**src/rtl/core/wwa_pkg.sv**
```systemverilog
`timescale 1ns / 1ps

package wwa_pkg;

  // Sizes of the weight store and the datapath.
  localparam int MAX_WEIGHTS      = 1024;
  localparam int SAMPLE_BITS      = 16;
  localparam int WEIGHT_FRAC_BITS = 14;
  localparam int WEIGHT_BITS      = 18;
  localparam int IDX_W            = $clog2(MAX_WEIGHTS);
  localparam int WS_W             = 11;
  localparam int FL_W             = 16;
  localparam int PROD_W           = SAMPLE_BITS + WEIGHT_BITS;

  // Input transfer layout of in_tdata, lowest field first.
  localparam int IN_IDX_LSB   = 0;
  localparam int IN_WVAL_LSB  = IN_IDX_LSB + 10;
  localparam int IN_RE_LSB    = IN_WVAL_LSB + WEIGHT_BITS;
  localparam int IN_IM_LSB    = IN_RE_LSB + SAMPLE_BITS;
  localparam int IN_USED_W    = IN_IM_LSB + SAMPLE_BITS;
  localparam int IN_TDATA_W   = ((IN_USED_W + 7) / 8) * 8;
  localparam int OUT_TDATA_W  = ((2 * SAMPLE_BITS + 7) / 8) * 8;

  // Input kinds carried on in_tuser.
  localparam logic ACT_WRITE  = 1'b0;
  localparam logic ACT_SAMPLE = 1'b1;

  // Configuration register indexes.
  localparam logic REG_WINDOW_SIZE  = 1'b0;
  localparam logic REG_FRAME_LENGTH = 1'b1;

  // Sample sequencer states.
  typedef enum logic [1:0] {
    ST_IDLE,
    ST_DIV,
    ST_MUL,
    ST_RND
  } state_t;

  // Request to the index divider: weight index = pos * size_m1 / den.
  typedef struct packed {
    logic             start;
    logic [IDX_W-1:0] pos;
    logic [IDX_W-1:0] size_m1;
    logic [IDX_W-1:0] den;
  } idx_req_t;

endpackage

```
**src/rtl/core/wwa_scale.sv**
```systemverilog
`timescale 1ns / 1ps

module wwa_scale (
  input  logic                                   clk,
  input  logic                                   load,
  input  logic signed [wwa_pkg::SAMPLE_BITS-1:0] s_re,
  input  logic signed [wwa_pkg::SAMPLE_BITS-1:0] s_im,
  input  logic signed [wwa_pkg::WEIGHT_BITS-1:0] weight,
  output logic signed [wwa_pkg::SAMPLE_BITS-1:0] res_re,
  output logic signed [wwa_pkg::SAMPLE_BITS-1:0] res_im,
  output logic                                   clip
);

  localparam int RW = wwa_pkg::PROD_W - wwa_pkg::WEIGHT_FRAC_BITS;
  localparam int SB = wwa_pkg::SAMPLE_BITS;
  localparam logic signed [wwa_pkg::PROD_W-1:0] HALF =
    wwa_pkg::PROD_W'(1) <<< (wwa_pkg::WEIGHT_FRAC_BITS - 1);
  localparam logic signed [SB-1:0] SAT_HI = {1'b0, {(SB-1){1'b1}}};
  localparam logic signed [SB-1:0] SAT_LO = {1'b1, {(SB-1){1'b0}}};

  logic signed [wwa_pkg::PROD_W-1:0] prod_re_r;
  logic signed [wwa_pkg::PROD_W-1:0] prod_im_r;
  logic signed [wwa_pkg::PROD_W-1:0] sum_re;
  logic signed [wwa_pkg::PROD_W-1:0] sum_im;
  logic signed [RW-1:0]              rnd_re;
  logic signed [RW-1:0]              rnd_im;
  logic                              ovf_re;
  logic                              ovf_im;

  // Both products are registered before rounding.
  always_ff @(posedge clk) begin
    if (load) begin
      prod_re_r <= s_re * weight;
      prod_im_r <= s_im * weight;
    end
  end

  // Round half up, then drop the fraction bits (floor).
  assign sum_re = prod_re_r + HALF;
  assign sum_im = prod_im_r + HALF;
  assign rnd_re = sum_re[wwa_pkg::PROD_W-1:wwa_pkg::WEIGHT_FRAC_BITS];
  assign rnd_im = sum_im[wwa_pkg::PROD_W-1:wwa_pkg::WEIGHT_FRAC_BITS];

  // A part overflows when its upper bits are not all copies of the sign.
  assign ovf_re = (rnd_re[RW-1:SB-1] != '0) && (rnd_re[RW-1:SB-1] != '1);
  assign ovf_im = (rnd_im[RW-1:SB-1] != '0) && (rnd_im[RW-1:SB-1] != '1);

  assign res_re = ovf_re ? (rnd_re[RW-1] ? SAT_LO : SAT_HI) : rnd_re[SB-1:0];
  assign res_im = ovf_im ? (rnd_im[RW-1] ? SAT_LO : SAT_HI) : rnd_im[SB-1:0];
  assign clip   = ovf_re || ovf_im;

endmodule

```
**config.mk**
```make
export PLATFORM = sky130hd
export DESIGN_NAME = wwa_scale
export DESIGN_NICKNAME = d
export VERILOG_FILES = /design/src/rtl/core/wwa_pkg.sv /design/src/rtl/core/wwa_scale.sv
export SDC_FILE = /design/constraint.sdc
export NUM_CORES = 2
export LEC_CHECK = 0
export BUFFER_PORTS_ARGS = -buffer_cell sky130_fd_sc_hd__buf_2
export CAP_MARGIN = 25
export CORE_MARGIN = 1.5
export CORE_UTILIZATION = 66
export DETAILED_ROUTE_END_ITERATION = 6
export PLACE_DENSITY_LB_ADDON = 0.1
export SYNTH_ARGS = -nofsm -noshare
export SYNTH_HDL_FRONTEND = slang
export SYNTH_SLANG_ARGS = --single-unit
export TNS_END_PERCENT = 5
```
**constraint.sdc**
```tcl
create_clock -name clk -period 9.3 [get_ports clk]
set_clock_uncertainty 0.15 [all_clocks]
set_input_delay 1.86 -clock clk [delete_from_list [all_inputs] [get_ports clk]]
set_output_delay 1.86 -clock clk [all_outputs]
set_load 0.02 [all_outputs]
```
After elaboration in Yosys (flattened, before gate mapping)
Cells that the tools add are included.
{ "classes": {"eq_ne": 2, "addsub": 2, "reduce_logical": 5, "n_mul": 2, "mux": 4} }
{ "ops": {"columns": ["cell", "count"], "rows": [
  ["$add A34 B15 Y34 const B", 2],
  ["$mul A16 B18 Y34", 2],
  ["$mux W16", 4],
  ["$ne A5 B5 Y1 const B", 2],
  ["$reduce_bool A5 Y1", 2],
  ["$logic_and A1 B1 Y1", 2],
  ["$logic_or A1 B1 Y1", 1]
]} }
{ "totals": {"ff_bits": 68} }

Logic depth before layout (Yosys ltp)
{ "logic_depth": {"word_depth": 4, "ltp_mapped": 25, "depth_no_buf": 24} }

Least setup slack after synthesis
OpenSTA, ideal clock, no wires.
{ "synth_path": {"path_kind": "input to register", "start": "input s_im[8] (netlist name)", "end": "register prod_im_r[33] (netlist name), data pin", "t_required_ns": 8.890, "setup_ns": 0.260, "arrival_ns": 7.601, "path_stages": 24, "setup_slack_ns": 1.289, "path_cell_list": "clkbuf_1 > clkbuf_1 > nand2_1 > fa_1 > inv_1 > fa_1 > inv_1 > fa_1 > inv_1 > fa_1 > fa_1 > inv_1 > fa_1 > inv_1 > ha_1 > a211oi_1 > o21ai_1 > a32oi_1 > nor2_1 > a211o_1 > o41a_1 > a211o_1 > a21oi_2 > xnor2_1"} }
{ "synth_between": {"elab_chain_len": 1} }
{ "synth_rtl": {"columns": ["element", "line", "source"], "rows": [
  ["start, declared", "wwa_scale.sv:7", "input logic signed [wwa_pkg::SAMPLE_BITS-1:0] s_im,"],
  ["$mul A16 B18 Y34", "wwa_scale.sv:34", "prod_im_r <= s_im * weight;"],
  ["end signal, assigned", "wwa_scale.sv:34", null],
  ["end, declared", "wwa_scale.sv:22", "logic signed [wwa_pkg::PROD_W-1:0] prod_im_r;"]
]} }
Every way passes these cells.
A chain may end at the register's enable or synchronous reset.

Worst setup path in the final report
{ "layout_path": {"start": "input weight[12] (netlist name)", "end": "register prod_im_r[33] (netlist name), data pin"} }
{ "layout_between": {"elab_chain_len": 1} }
{ "layout_rtl": {"columns": ["element", "line", "source"], "rows": [
  ["start, declared", "wwa_scale.sv:8", "input logic signed [wwa_pkg::WEIGHT_BITS-1:0] weight,"],
  ["$mul A16 B18 Y34", "wwa_scale.sv:34", null]
]} }
Every way passes these cells.

==> impl_metrics.ini <==
[run_status]
status = completed

[floorplan]
io-pin-count = 85
core_area_sq_um = 34400
die_w_um = 190
die_height_um = 190
die-area_sq_um = 35900
initial_core_util_pct = 66.8
rows = 68

[sta]
fin_crit_sh_pct = 89.0
slew_headroom_pct = 33.2
tns_ps = 0
hold_viol_final = 0
timing.fmax_mhz = 121
tightest_slew_ps = 998
setup_viol = 0
layout_min_cycle_time_ps = 8280
rsz0062_at_grt = no
fin_ws_ps = 1020
slew_viol_final = 0

[setup_path]
worstSetupPathType = input pin to register
crit_start = weight[12]
startpoint_type = input pin
cp_max_fo = 32
end_kind = register
cp.arrival_ps = 8180
worstSetupEndpoint = prod_im_r[33]
cp.required_ps = 9200

[synth]
yosysTopAreaCell = fa_1
syn_area_sq_um = 23000
synth.area.top_cells = fa_1 (50%), inv_1 (10%), ha_1 (9.2%), and2_1 (7.1%), edfxtp_1 (5.5%)
synth_top_cell_area_share_pct = 50.4
synthFlopType = edfxtp_1
synth_cell_types = 50
async_flop_share_pct = 0
synth.top_cells.by_count = inv_1 (634), fa_1 (578), nand2_1 (302)
synth_nets = 3278
yosys_register_bits = 42
syn_inst = 2480
yosys_warnings = 0
synth_edf_count = 42
syn_area_per_cell_sq_um = 9.26
synth_most_common_cell = inv_1
synth-seq-area-share_pct = 5.49

[clock_tree]
post_cts_buffers = 0
path_clk_slew_ps = 60
cts_resized = 0
clk_path_buf_depth = 2
postCtsHoldBufs = 0
cts_made_buffers = 5
cts_tree = built
ctsHtreeMaxLevel = 2
clockRootBuffer = clkbuf_16
cts.sinks = 42

[route]
wl_mm = 49.4
drt_iter0_drc = 987
drc = 0
ant_nets = 0
via_count = 16300
dr.pass1.iters = 5
viasPerCell = 5.55
wl_per_cell_um = 16.8

[min_path]
hp-class = input pin to register

[place]
gp_congestion = 0.865
io_buffer_count = 84
hpwl_mm = 40.5
dp_slack_ps = 718

[global_route]
grt_start_max_net_pins = 43
antenna_found_initial = 1
grt_pass1_vias = 18300
grt_pass1_wl_mm = 86.2
grtUsageTotal_pct = 30.4
grt-ovfl-total = 0

[layout]
fill_cells = 2765
area_growth_pct = 3.68
nets = 3278
num_antenna_cells = 0
layout-drive-gt1-share_pct = 4.44

[job]
max_cap_viol_count = 0
## per-layer routing
layer	track usage, %	part of all wire, %	vias to the layer above
met2	54.0	52	508
li1	-	-	7237
met5	0	0.026	-
met3	2.51	5.2	106
met1	39.0	39	8439
met4	11.2	3.6	2
## worst min path at each step
stage / start / slack, ps / cells after the start / endpoint
global route: load / 1930 / 1 / prod_im_r[13]
floorplan: load / 1820 / 0 / prod_im_r[13]
CTS: load / 2190 / 1 / prod_im_r[13]
detailed placement: prod_im_r[33] / 2360 / 2 / res_im[15]
global placement: prod_im_r[33] / 2350 / 2 / res_im[15]
finish: load / 1900 / 1 / prod_im_r[13]
## sequential cells by signal, indices dropped and copies added, names as in the netlist
name / count
prod_re_r: 21
prod_im_r: 21
## layout make-up
| cell class | count | area, sq um | share of cell area, % |
|---|---|---|---|
| Sequential cell | 42 | 1260 | 5.30 |
| Clock buffer | 7 | 133 | 0.557 |
| Tap cell | 455 | 569 | 2.39 |
| Multi-Input combinational cell | 1700 | 18900 | 79.5 |
| Timing Repair Buffer | 97 | 531 | 2.23 |
| Inverter | 634 | 2380 | 9.99 |
## critical path, stage by stage
cell	delay [ps]
buf_2	550
nand2_1	180
fa_1	570
inv_1	50
fa_1	560
fa_1	440
fa_1	470
fa_1	490
inv_1	50
fa_1	470
inv_1	40
ha_1	330
a21oi_1	300
nand4_1	130
a31oi_1	310
nor3_1	110
a211o_1	290
o41a_1	400
a211o_1	320
a21oi_2	160
xnor2_1	80
## stage by stage
step | cell area [sq um] | instances | util, % | hold WS [ps]
after floorplan | 23000 | 2480 | - | 1820
after CTS | 23800 | 2934 | 69.2 | 2190
final | 23800 | 2935 | 69.3 | 1900
after global placement | 23700 | 2927 | 68.8 | 2350
after detailed placement | 23700 | 2927 | 68.8 | 2360
after global routing | 23800 | 2935 | 69.3 | 1930
## cell families (layout without fill, tap and decap cells)
kind of cell    after synthesis  count (layout)  share of synthesized area [%]
xor+xnor                     84              84                           3.20
compound gates              147             147                           4.09
flops                        42              42                           5.49
buf+inv                     738             738                           12.1
fa+ha+maj                   746             746                           59.5
simple gates                723             723                           15.6
## cells in the final DEF, fill, tap and decap left out, types with 15 or more instances in the layout
cell      synthesis  final
o21ai_0          49     49
and2_1          262    262
ha_1            168    168
edfxtp_1         42     42
nand4_1          15     15
xor2_1           30     30
inv_1           634    634
nand3_1          27     27
fa_1            578    578
buf_2             1     84
nor2_1           55     55
xnor2_1          54     54
nor3_1           17     17
a21oi_1          29     29
nand2_1         302    302
Power is left out: the tool's default activity adds up to more than one toggle a clock period on the data nets, which glitch-free logic cannot reach.
