`src/rtl/core/wwa_pkg.sv`:
```
`timescale 1ns / 1ps

package wwa_pkg;

  // Sizes of the weight store and the datapath.
  localparam int MAX_WEIGHTS      = 1024;
  localparam int SAMPLE_BITS      = 16;
  localparam int WEIGHT_FRAC_BITS = 14;
  localparam int WEIGHT_BITS      = 18;
  localparam int IDX_W            = $clog2(MAX_WEIGHTS);
  localparam int WS_W             = 11;
  localparam int FL_W             = 16;
  localparam int PROD_W           = SAMPLE_BITS + WEIGHT_BITS;

  // Input transfer layout of in_tdata, lowest field first.
  localparam int IN_IDX_LSB   = 0;
  localparam int IN_WVAL_LSB  = IN_IDX_LSB + 10;
  localparam int IN_RE_LSB    = IN_WVAL_LSB + WEIGHT_BITS;
  localparam int IN_IM_LSB    = IN_RE_LSB + SAMPLE_BITS;
  localparam int IN_USED_W    = IN_IM_LSB + SAMPLE_BITS;
  localparam int IN_TDATA_W   = ((IN_USED_W + 7) / 8) * 8;
  localparam int OUT_TDATA_W  = ((2 * SAMPLE_BITS + 7) / 8) * 8;

  // Input kinds carried on in_tuser.
  localparam logic ACT_WRITE  = 1'b0;
  localparam logic ACT_SAMPLE = 1'b1;

  // Configuration register indexes.
  localparam logic REG_WINDOW_SIZE  = 1'b0;
  localparam logic REG_FRAME_LENGTH = 1'b1;

  // Sample sequencer states.
  typedef enum logic [1:0] {
    ST_IDLE,
    ST_DIV,
    ST_MUL,
    ST_RND
  } state_t;

  // Request to the index divider: weight index = pos * size_m1 / den.
  typedef struct packed {
    logic             start;
    logic [IDX_W-1:0] pos;
    logic [IDX_W-1:0] size_m1;
    logic [IDX_W-1:0] den;
  } idx_req_t;

endpackage

```
`src/rtl/core/wwa_index.sv`:
```
`timescale 1ns / 1ps

module wwa_index (
  input  logic                      clk,
  input  logic                      rst_n,
  input  wwa_pkg::idx_req_t         req,
  output logic                      done,
  output logic [wwa_pkg::IDX_W-1:0] quot
);

  localparam int CNT_W = $clog2(wwa_pkg::IDX_W + 1);

  logic                        busy_r;
  logic                        mul_r;
  logic [CNT_W-1:0]            cnt_r;
  logic [wwa_pkg::IDX_W-1:0]   pos_r;
  logic [wwa_pkg::IDX_W-1:0]   size_m1_r;
  logic [wwa_pkg::IDX_W-1:0]   den_r;
  logic [wwa_pkg::IDX_W-1:0]   rem_r;
  logic [wwa_pkg::IDX_W-1:0]   low_r;
  logic [wwa_pkg::IDX_W-1:0]   quot_r;
  logic [2*wwa_pkg::IDX_W-1:0] prod;
  logic [wwa_pkg::IDX_W:0]     trial;
  logic                        fits;

  // Numerator of the resampled index; the quotient is known to fit in
  // IDX_W bits, so the upper half of the product is already below den.
  assign prod  = pos_r * size_m1_r;
  assign trial = {rem_r, low_r[wwa_pkg::IDX_W-1]};
  assign fits  = trial >= {1'b0, den_r};
  assign done  = busy_r && !mul_r && (cnt_r == '0);
  assign quot  = quot_r;

  // Control: a multiply step, then one quotient bit per cycle.
  always_ff @(posedge clk) begin
    if (!rst_n) begin
      busy_r <= 1'b0;
      mul_r  <= 1'b0;
      cnt_r  <= '0;
    end else if (req.start) begin
      busy_r <= 1'b1;
      mul_r  <= 1'b1;
      cnt_r  <= CNT_W'(wwa_pkg::IDX_W);
    end else if (busy_r) begin
      if (mul_r) begin
        mul_r <= 1'b0;
      end else if (cnt_r != '0) begin
        cnt_r <= cnt_r - 1'b1;
      end else begin
        busy_r <= 1'b0;
      end
    end
  end

  // Restoring division datapath.
  always_ff @(posedge clk) begin
    if (req.start) begin
      pos_r     <= req.pos;
      size_m1_r <= req.size_m1;
      den_r     <= req.den;
    end else if (mul_r) begin
      rem_r  <= prod[2*wwa_pkg::IDX_W-1:wwa_pkg::IDX_W];
      low_r  <= prod[wwa_pkg::IDX_W-1:0];
      quot_r <= '0;
    end else if (cnt_r != '0) begin
      rem_r  <= fits ? wwa_pkg::IDX_W'(trial - {1'b0, den_r})
                     : trial[wwa_pkg::IDX_W-1:0];
      low_r  <= {low_r[wwa_pkg::IDX_W-2:0], 1'b0};
      quot_r <= {quot_r[wwa_pkg::IDX_W-2:0], fits};
    end
  end

endmodule

```
`config.mk`:
```
export PLATFORM = sky130hd
export DESIGN_NAME = wwa_index
export DESIGN_NICKNAME = d
export VERILOG_FILES = /design/src/rtl/core/wwa_pkg.sv /design/src/rtl/core/wwa_index.sv
export SDC_FILE = /design/constraint.sdc
export NUM_CORES = 1
export LEC_CHECK = 0
export BUFFER_PORTS_ARGS = -buffer_cell sky130_fd_sc_hd__buf_2
export CAP_MARGIN = 25
export CELL_PAD_IN_SITES_DETAIL_PLACEMENT = 1
export CELL_PAD_IN_SITES_GLOBAL_PLACEMENT = 1
export CORE_ASPECT_RATIO = 0.5
export CORE_MARGIN = 1
export CORE_UTILIZATION = 50
export CTS_BUF_LIST = sky130_fd_sc_hd__clkbuf_16
export DETAILED_ROUTE_END_ITERATION = 8
export GPL_TIMING_DRIVEN = 0
export PLACE_DENSITY_LB_ADDON = 0.05
export SYNTH_ARGS = -nofsm -noshare
export SYNTH_HDL_FRONTEND = slang
export SYNTH_SLANG_ARGS = --single-unit
```
`constraint.sdc`:
```
create_clock -name clk -period 6.1 [get_ports clk]
set_clock_uncertainty 0.15 [all_clocks]
set_input_delay 0.915 -clock clk [delete_from_list [all_inputs] [get_ports clk]]
set_output_delay 0.915 -clock clk [all_outputs]
set_load 0.005 [all_outputs]
```
# Word-level counts from Yosys, hierarchy flattened
# Index checks and enable logic that the tools add are counted.
# W data, S select, Z words.
# totals
wordCells	46
output_inout_bits	11
register_bits	66
# classes
n_addsub	2
reduce_logical	12
n_mux	16
bitwise	3
n_eq_ne	1
n_mul	1
magnitude_cmp	1
# ops
operator	count
$mux W10	6
$mul A10 B10 Y20	1
$mux W4	4
$ge A11 B10 Y1	1
$sub A10 B10 Y10	1
$mux W1	6
$reduce_and A3 Y1	2
$reduce_bool A2 Y1	3
$logic_not A4 Y1	1
$reduce_bool A4 Y1	1
$sub A4 B1 Y4 const B	1
$not A1 Y1	3
$logic_and A1 B1 Y1	2
$ne A2 B2 Y1 const B	1
$reduce_and A2 Y1	1
$reduce_or A2 Y1	1
$logic_not A1 Y1	1

# Depth between registers and ports, before layout
# logic_depth
word_depth	5
mapped_depth	19
mapped_depth_nobuf	18

# Worst setup path before layout
# No wires, ideal clock.
# synth_timing
kind	register -> register
from	register size_m1_r[3] (netlist bit)
to	register rem_r[9] (netlist bit), data pin
path_stages_with_launch	20
setup_ns	0.265
n_path_buf	1
arrival_ns	4.784
required_time_ns	5.685
setup_slack_ns	0.902
cell_sequence	edfxtp_1 > clkbuf_1 > nand2_1 > fa_1 > inv_1 > fa_1 > inv_1 > fa_1 > inv_1 > fa_1 > inv_1 > fa_1 > inv_1 > ha_1 > a21oi_2 > o21ai_0 > a22o_1 > o41ai_1 > a21o_1 > a21oi_1
# synth_via
elab_chain_cells	2
# synth_lines
element	line_no	rtl
start: declaration	wwa_index.sv:17	logic [wwa_pkg::IDX_W-1:0] size_m1_r;
start signal: assignment	wwa_index.sv:59	size_m1_r <= req.size_m1;
$mul A10 B10 Y20	wwa_index.sv:28	assign prod = pos_r * size_m1_r;
$mux W10	wwa_index.sv:61	end else if (mul_r) begin
end signal: assignment	wwa_index.sv:62	rem_r <= prod[2*wwa_pkg::IDX_W-1:wwa_pkg::IDX_W];
end signal: assignment	wwa_index.sv:66	rem_r <= fits ? wwa_pkg::IDX_W'(trial - {1'b0, den_r})
end: declaration	wwa_index.sv:19	logic [wwa_pkg::IDX_W-1:0] rem_r;
# Every way passes these cells.
# A chain may end at the register's enable or synchronous reset.

# Worst setup path in the final report
# Same ends and word-level chain as after synthesis.

==> Flow_metrics.wiki <==
{| class="wikitable"
! Metric !! Value
|-
| Final net count || 807
|-
| Count of cells along the worst register-to-register path || 19
|-
| Endpoint of the worst register-to-register path || rem_r[9]$_DFFE_PP_
|-
| Routability congestion estimate || 0.8568
|-
| Main area contributors after synthesis || sky130_fd_sc_hd__edfxtp_1 (29%), sky130_fd_sc_hd__fa_1 (20%), sky130_fd_sc_hd__ha_1 (13%), sky130_fd_sc_hd__and2_1 (6.6%), sky130_fd_sc_hd__inv_1 (4.5%)
|-
| Number of top-level pins || 44
|-
| Critical path data required time || 6040 ps
|-
| Clock transition at path regs || 70 ps
|-
| Post-Syn Instances || 595
|-
| Total number of clock tree sinks || 66
|-
| Share of power burned in the clock network || 0.136
|-
| Number of global-route vias before repair || 4,807
|-
| Top-area cell type share of the netlist area || 0.2853
|-
| Overall die height || 81.48 um
|-
| Clock buffers created by TritonCTS || 9
|-
| Overall routing resource usage || 0.2511
|-
| Max-cap viol count || 0
|-
| Category of the critical setup timing path || reg -> reg
|-
| Total setup violations reported at the end of the flow || 0
|-
| Total standard cell area after synthesis || 6316 um2
|-
| Count of flip-flops with a built-in enable after synthesis || 60
|-
| Hold path endpoint || low_r[2]$_DFFE_PP_
|-
| Reported leakage power || 3.205 nW
|-
| Number of gates resized after cts || 0
|-
| Hold crit path type || reg -> reg
|-
| Final instance area || 7015 um2
|-
| Avg WL per Cell || 18.40 um
|-
| Clock tree from TritonCTS || done
|-
| Total net switching power || 0.001864 W
|-
| Worst-case headroom to the max-slew limit || 0.3671
|-
| Reg2reg setup slack || 290 ps
|-
| Count of standard-cell rows || 28
|-
| Critical Path Fanout Max || 10
|-
| Filler Cells Inserted || 1,355
|-
| Power share of the sequential group || 0.182
|-
| Effective utilization at floorplan || 0.5241
|-
| Final period demand of the worst path || 5815 ps
|-
| Cell-internal power || 0.001966 W
|-
| Comb pwr share || 0.682
|-
| Latest clock arrival within the worst-skew pair || 340 ps
|-
| Net count after synthesis || 758
|-
| Number of hold violations in the final report || 0
|-
| Upper clock frequency limit || 0.1720 GHz
|-
| Post-Synthesis Mean Instance Area || 10.62 um2
|-
| Sequential fraction of the synthesis area || 0.3043
|-
| Total Wirelength || 15,000 um
|-
| Maximum clock insertion buffer count || 2
|-
| Arrival time worst endpoint || 5750 ps
|-
| Top library cells by usage in the layout, fill and taps aside || sky130_fd_sc_hd__inv_1 (75), sky130_fd_sc_hd__and2_1 (67), sky130_fd_sc_hd__ha_1 (67)
|-
| Cell-by-cell listing of the critical path || clkbuf_1 -> nand2_1 -> fa_1 -> inv_1 -> fa_1 -> inv_1 -> fa_1 -> inv_1 -> fa_1 -> inv_1 -> fa_1 -> inv_1 -> ha_1 -> a21oi_2 -> o21ai_0 -> a22o_1 -> o41ai_1 -> a21o_1 -> a21oi_1
|-
| Critical path's slowest cell || sky130_fd_sc_hd__fa_1
|-
| Max-slew violation count || 0
|-
| Overall die width || 160.9 um
|-
| Via count || 4,450
|-
| Maximum number of pins on one net before global-route repair || 37
|-
| Share of final-layout standard cells stronger than drive strength 1 || 0.1294
|-
| Number of buffers inserted for hold repair after clock tree synthesis || 0
|-
| Root buf cell || sky130_fd_sc_hd__clkbuf_16
|-
| Total placed instance area || 6745 um2
|-
| Worst setup timing slack at the placement stage || 156.2 ps
|-
| Switch share || 0.4868
|-
| TritonRoute pass-1 iters || 4
|-
| Post-route ant nets || 0
|-
| H-tree depth || 3
|-
| Detailed Route Iter0 Violations || 221
|-
| Power per standard cell area || 545.9 nW/um2
|-
| Most common library cell in the layout ignoring fill and taps || sky130_fd_sc_hd__inv_1
|-
| Least-Margin Pin Slew || 949.4 ps
|-
| Dominant cell type by area after synthesis || sky130_fd_sc_hd__edfxtp_1
|-
| Overall overflow remaining after global route || 0
|-
| Number of setup buffers added after CTS || 0
|-
| Post-synth ARST share || 0
|-
| Post-Route Utilization || 0.5821
|-
| Crit share post-route || 0.9532
|-
| Critical path startpoint category || flop
|-
| Endpoint type of the worst setup path || flop
|-
| Hold Startpoint || low_r[1]$_DFFE_PP_
|-
| Max rail drop VDD || 0.0003568 V
|-
| # port buffers || 43
|-
| Layout overhead on the synthesized area || 11.07%
|-
| Unrepaired setup endpoints after global routing || false
|-
| Global-route wire length before repair || 24,860 um
|-
| HPWL after detailed placement || 11,400 um
|-
| Antenna violations before repair || 0
|-
| Hold path cells || 1
|-
| Count of synthesis-stage warnings from yosys || 0
|-
| CP max stage delay || 570 ps
|-
| Run status || finished clean
|-
| Std-Cell Core Area || 12,050 um2
|-
| Flip-flop and latch count after synthesis || 66
|-
| Vias per std cell || 5.460
|-
| Area enclosed by the die boundary || 13,110 um2
|-
| Reg-to-reg startpoint || size_m1_r[3]$_DFFE_PP_
|-
| Dominant register cell in the synthesized netlist || sky130_fd_sc_hd__edfxtp_1
|-
| Count of different cell masters after synthesis || 49
|-
| Total Negative Setup Slacks || 0 ps
|-
| DRC violations left || 0
|-
| Smallest setup slack after layout || 285.3 ps
|}
[area by class of cell]
cell class,instances,area [um2],area share
multi-input combinational,439,4060,0.5787
sequential,66,1922,0.2739
inverter,75,281.5,0.04013
clock buffer,9,225.2,0.03210
timing repair buffer,43,215.2,0.03068
tap,165,206.4,0.02943
clock inverter,7,61.31,0.008739
buffer,10,41.29,0.005885
antenna,1,2.502,0.0003567
[metrics by stage]
stage          total power [W]  instances  hold WS [ps]
2_1_floorplan         0.002564        595         355.2
3_3_place_gp          0.003154        803         375.7
3_5_place_dp          0.003237        803         393.5
4_1_cts               0.003817        819         409.4
5_1_grt               0.004165        814         411.2
6_report              0.003830        815         408.0
[critical path: cells and delay by family, from the launching register on]
family | cells | cell delay (ps)
AO/OA/AOI/OAI | 6 | 1260
adder cells (fa/ha/maj) | 6 | 3040
buffers and inverters | 6 | 650
flip-flops | 1 | 320
AND/OR/NAND/NOR | 1 | 150
[power groups by stage]
stage / sequential [W] / clock (W) / combinational [W]
detailed placement: 0.000693 / 0 / 0.00254
floorplan: 0.000667 / 0 / 0.00190
global route: 0.000706 / 0.000544 / 0.00292
finish: 0.000698 / 0.000520 / 0.00261
global placement: 0.000693 / 0 / 0.00246
CTS: 0.000688 / 0.000524 / 0.00260
[state kept, by name, summed over array words and instances (netlist names), 4 cells and up]
| name | flops |
|---|---|
| size_m1_r | 10 |
| low_r | 10 |
| rem_r | 10 |
| quot | 10 |
| den_r | 10 |
| cnt_r | 4 |
| pos_r | 10 |
[routing by layer]
layer	vias to the layer above	wire [um]	track usage
li1	2089	-	-
met1	2286	7796	0.3551
met4	0	153	0.05472
met2	59	6687	0.4108
met5	-	0	0
met3	16	361	0.04141
[logic make-up after synthesis]
| family | count (synthesis) | share of synthesized area |
|---|---|---|
| buffers and inverters | 90 | 0.05408 |
| flip-flops | 66 | 0.3043 |
| XOR/XNOR | 24 | 0.03328 |
| AO/OA/AOI/OAI | 83 | 0.08875 |
| adder cells (fa/ha/maj) | 130 | 0.3324 |
| multiplexers | 24 | 0.04041 |
| AND/OR/NAND/NOR | 178 | 0.1468 |
[worst max path at each step]
stage / startpoint / end / slack (ps)
finish: size_m1_r[3]$_DFFE_PP_ / rem_r[9]$_DFFE_PP_ / 290
global route: size_m1_r[3]$_DFFE_PP_ / rem_r[9]$_DFFE_PP_ / 10
CTS: pos_r[5]$_DFFE_PP_ / rem_r[9]$_DFFE_PP_ / 140
detailed placement: pos_r[5]$_DFFE_PP_ / rem_r[9]$_DFFE_PP_ / 160
global placement: pos_r[5]$_DFFE_PP_ / rem_r[9]$_DFFE_PP_ / 360
floorplan: size_m1_r[3]$_DFFE_PP_ / rem_r[9]$_DFFE_PP_ / 900
[cell usage after synthesis (all sizes together) (11+ instances only)]
library cell,count
mux2,12
fa,63
a21oi,32
inv,75
nand2,54
nor2b,14
nor2,23
clkbuf,11
and2,67
xnor2,15
edfxtp,60
mux2i,12
ha,67
o21ai,12
Note: power is estimated with default switching activity, not from simulation.
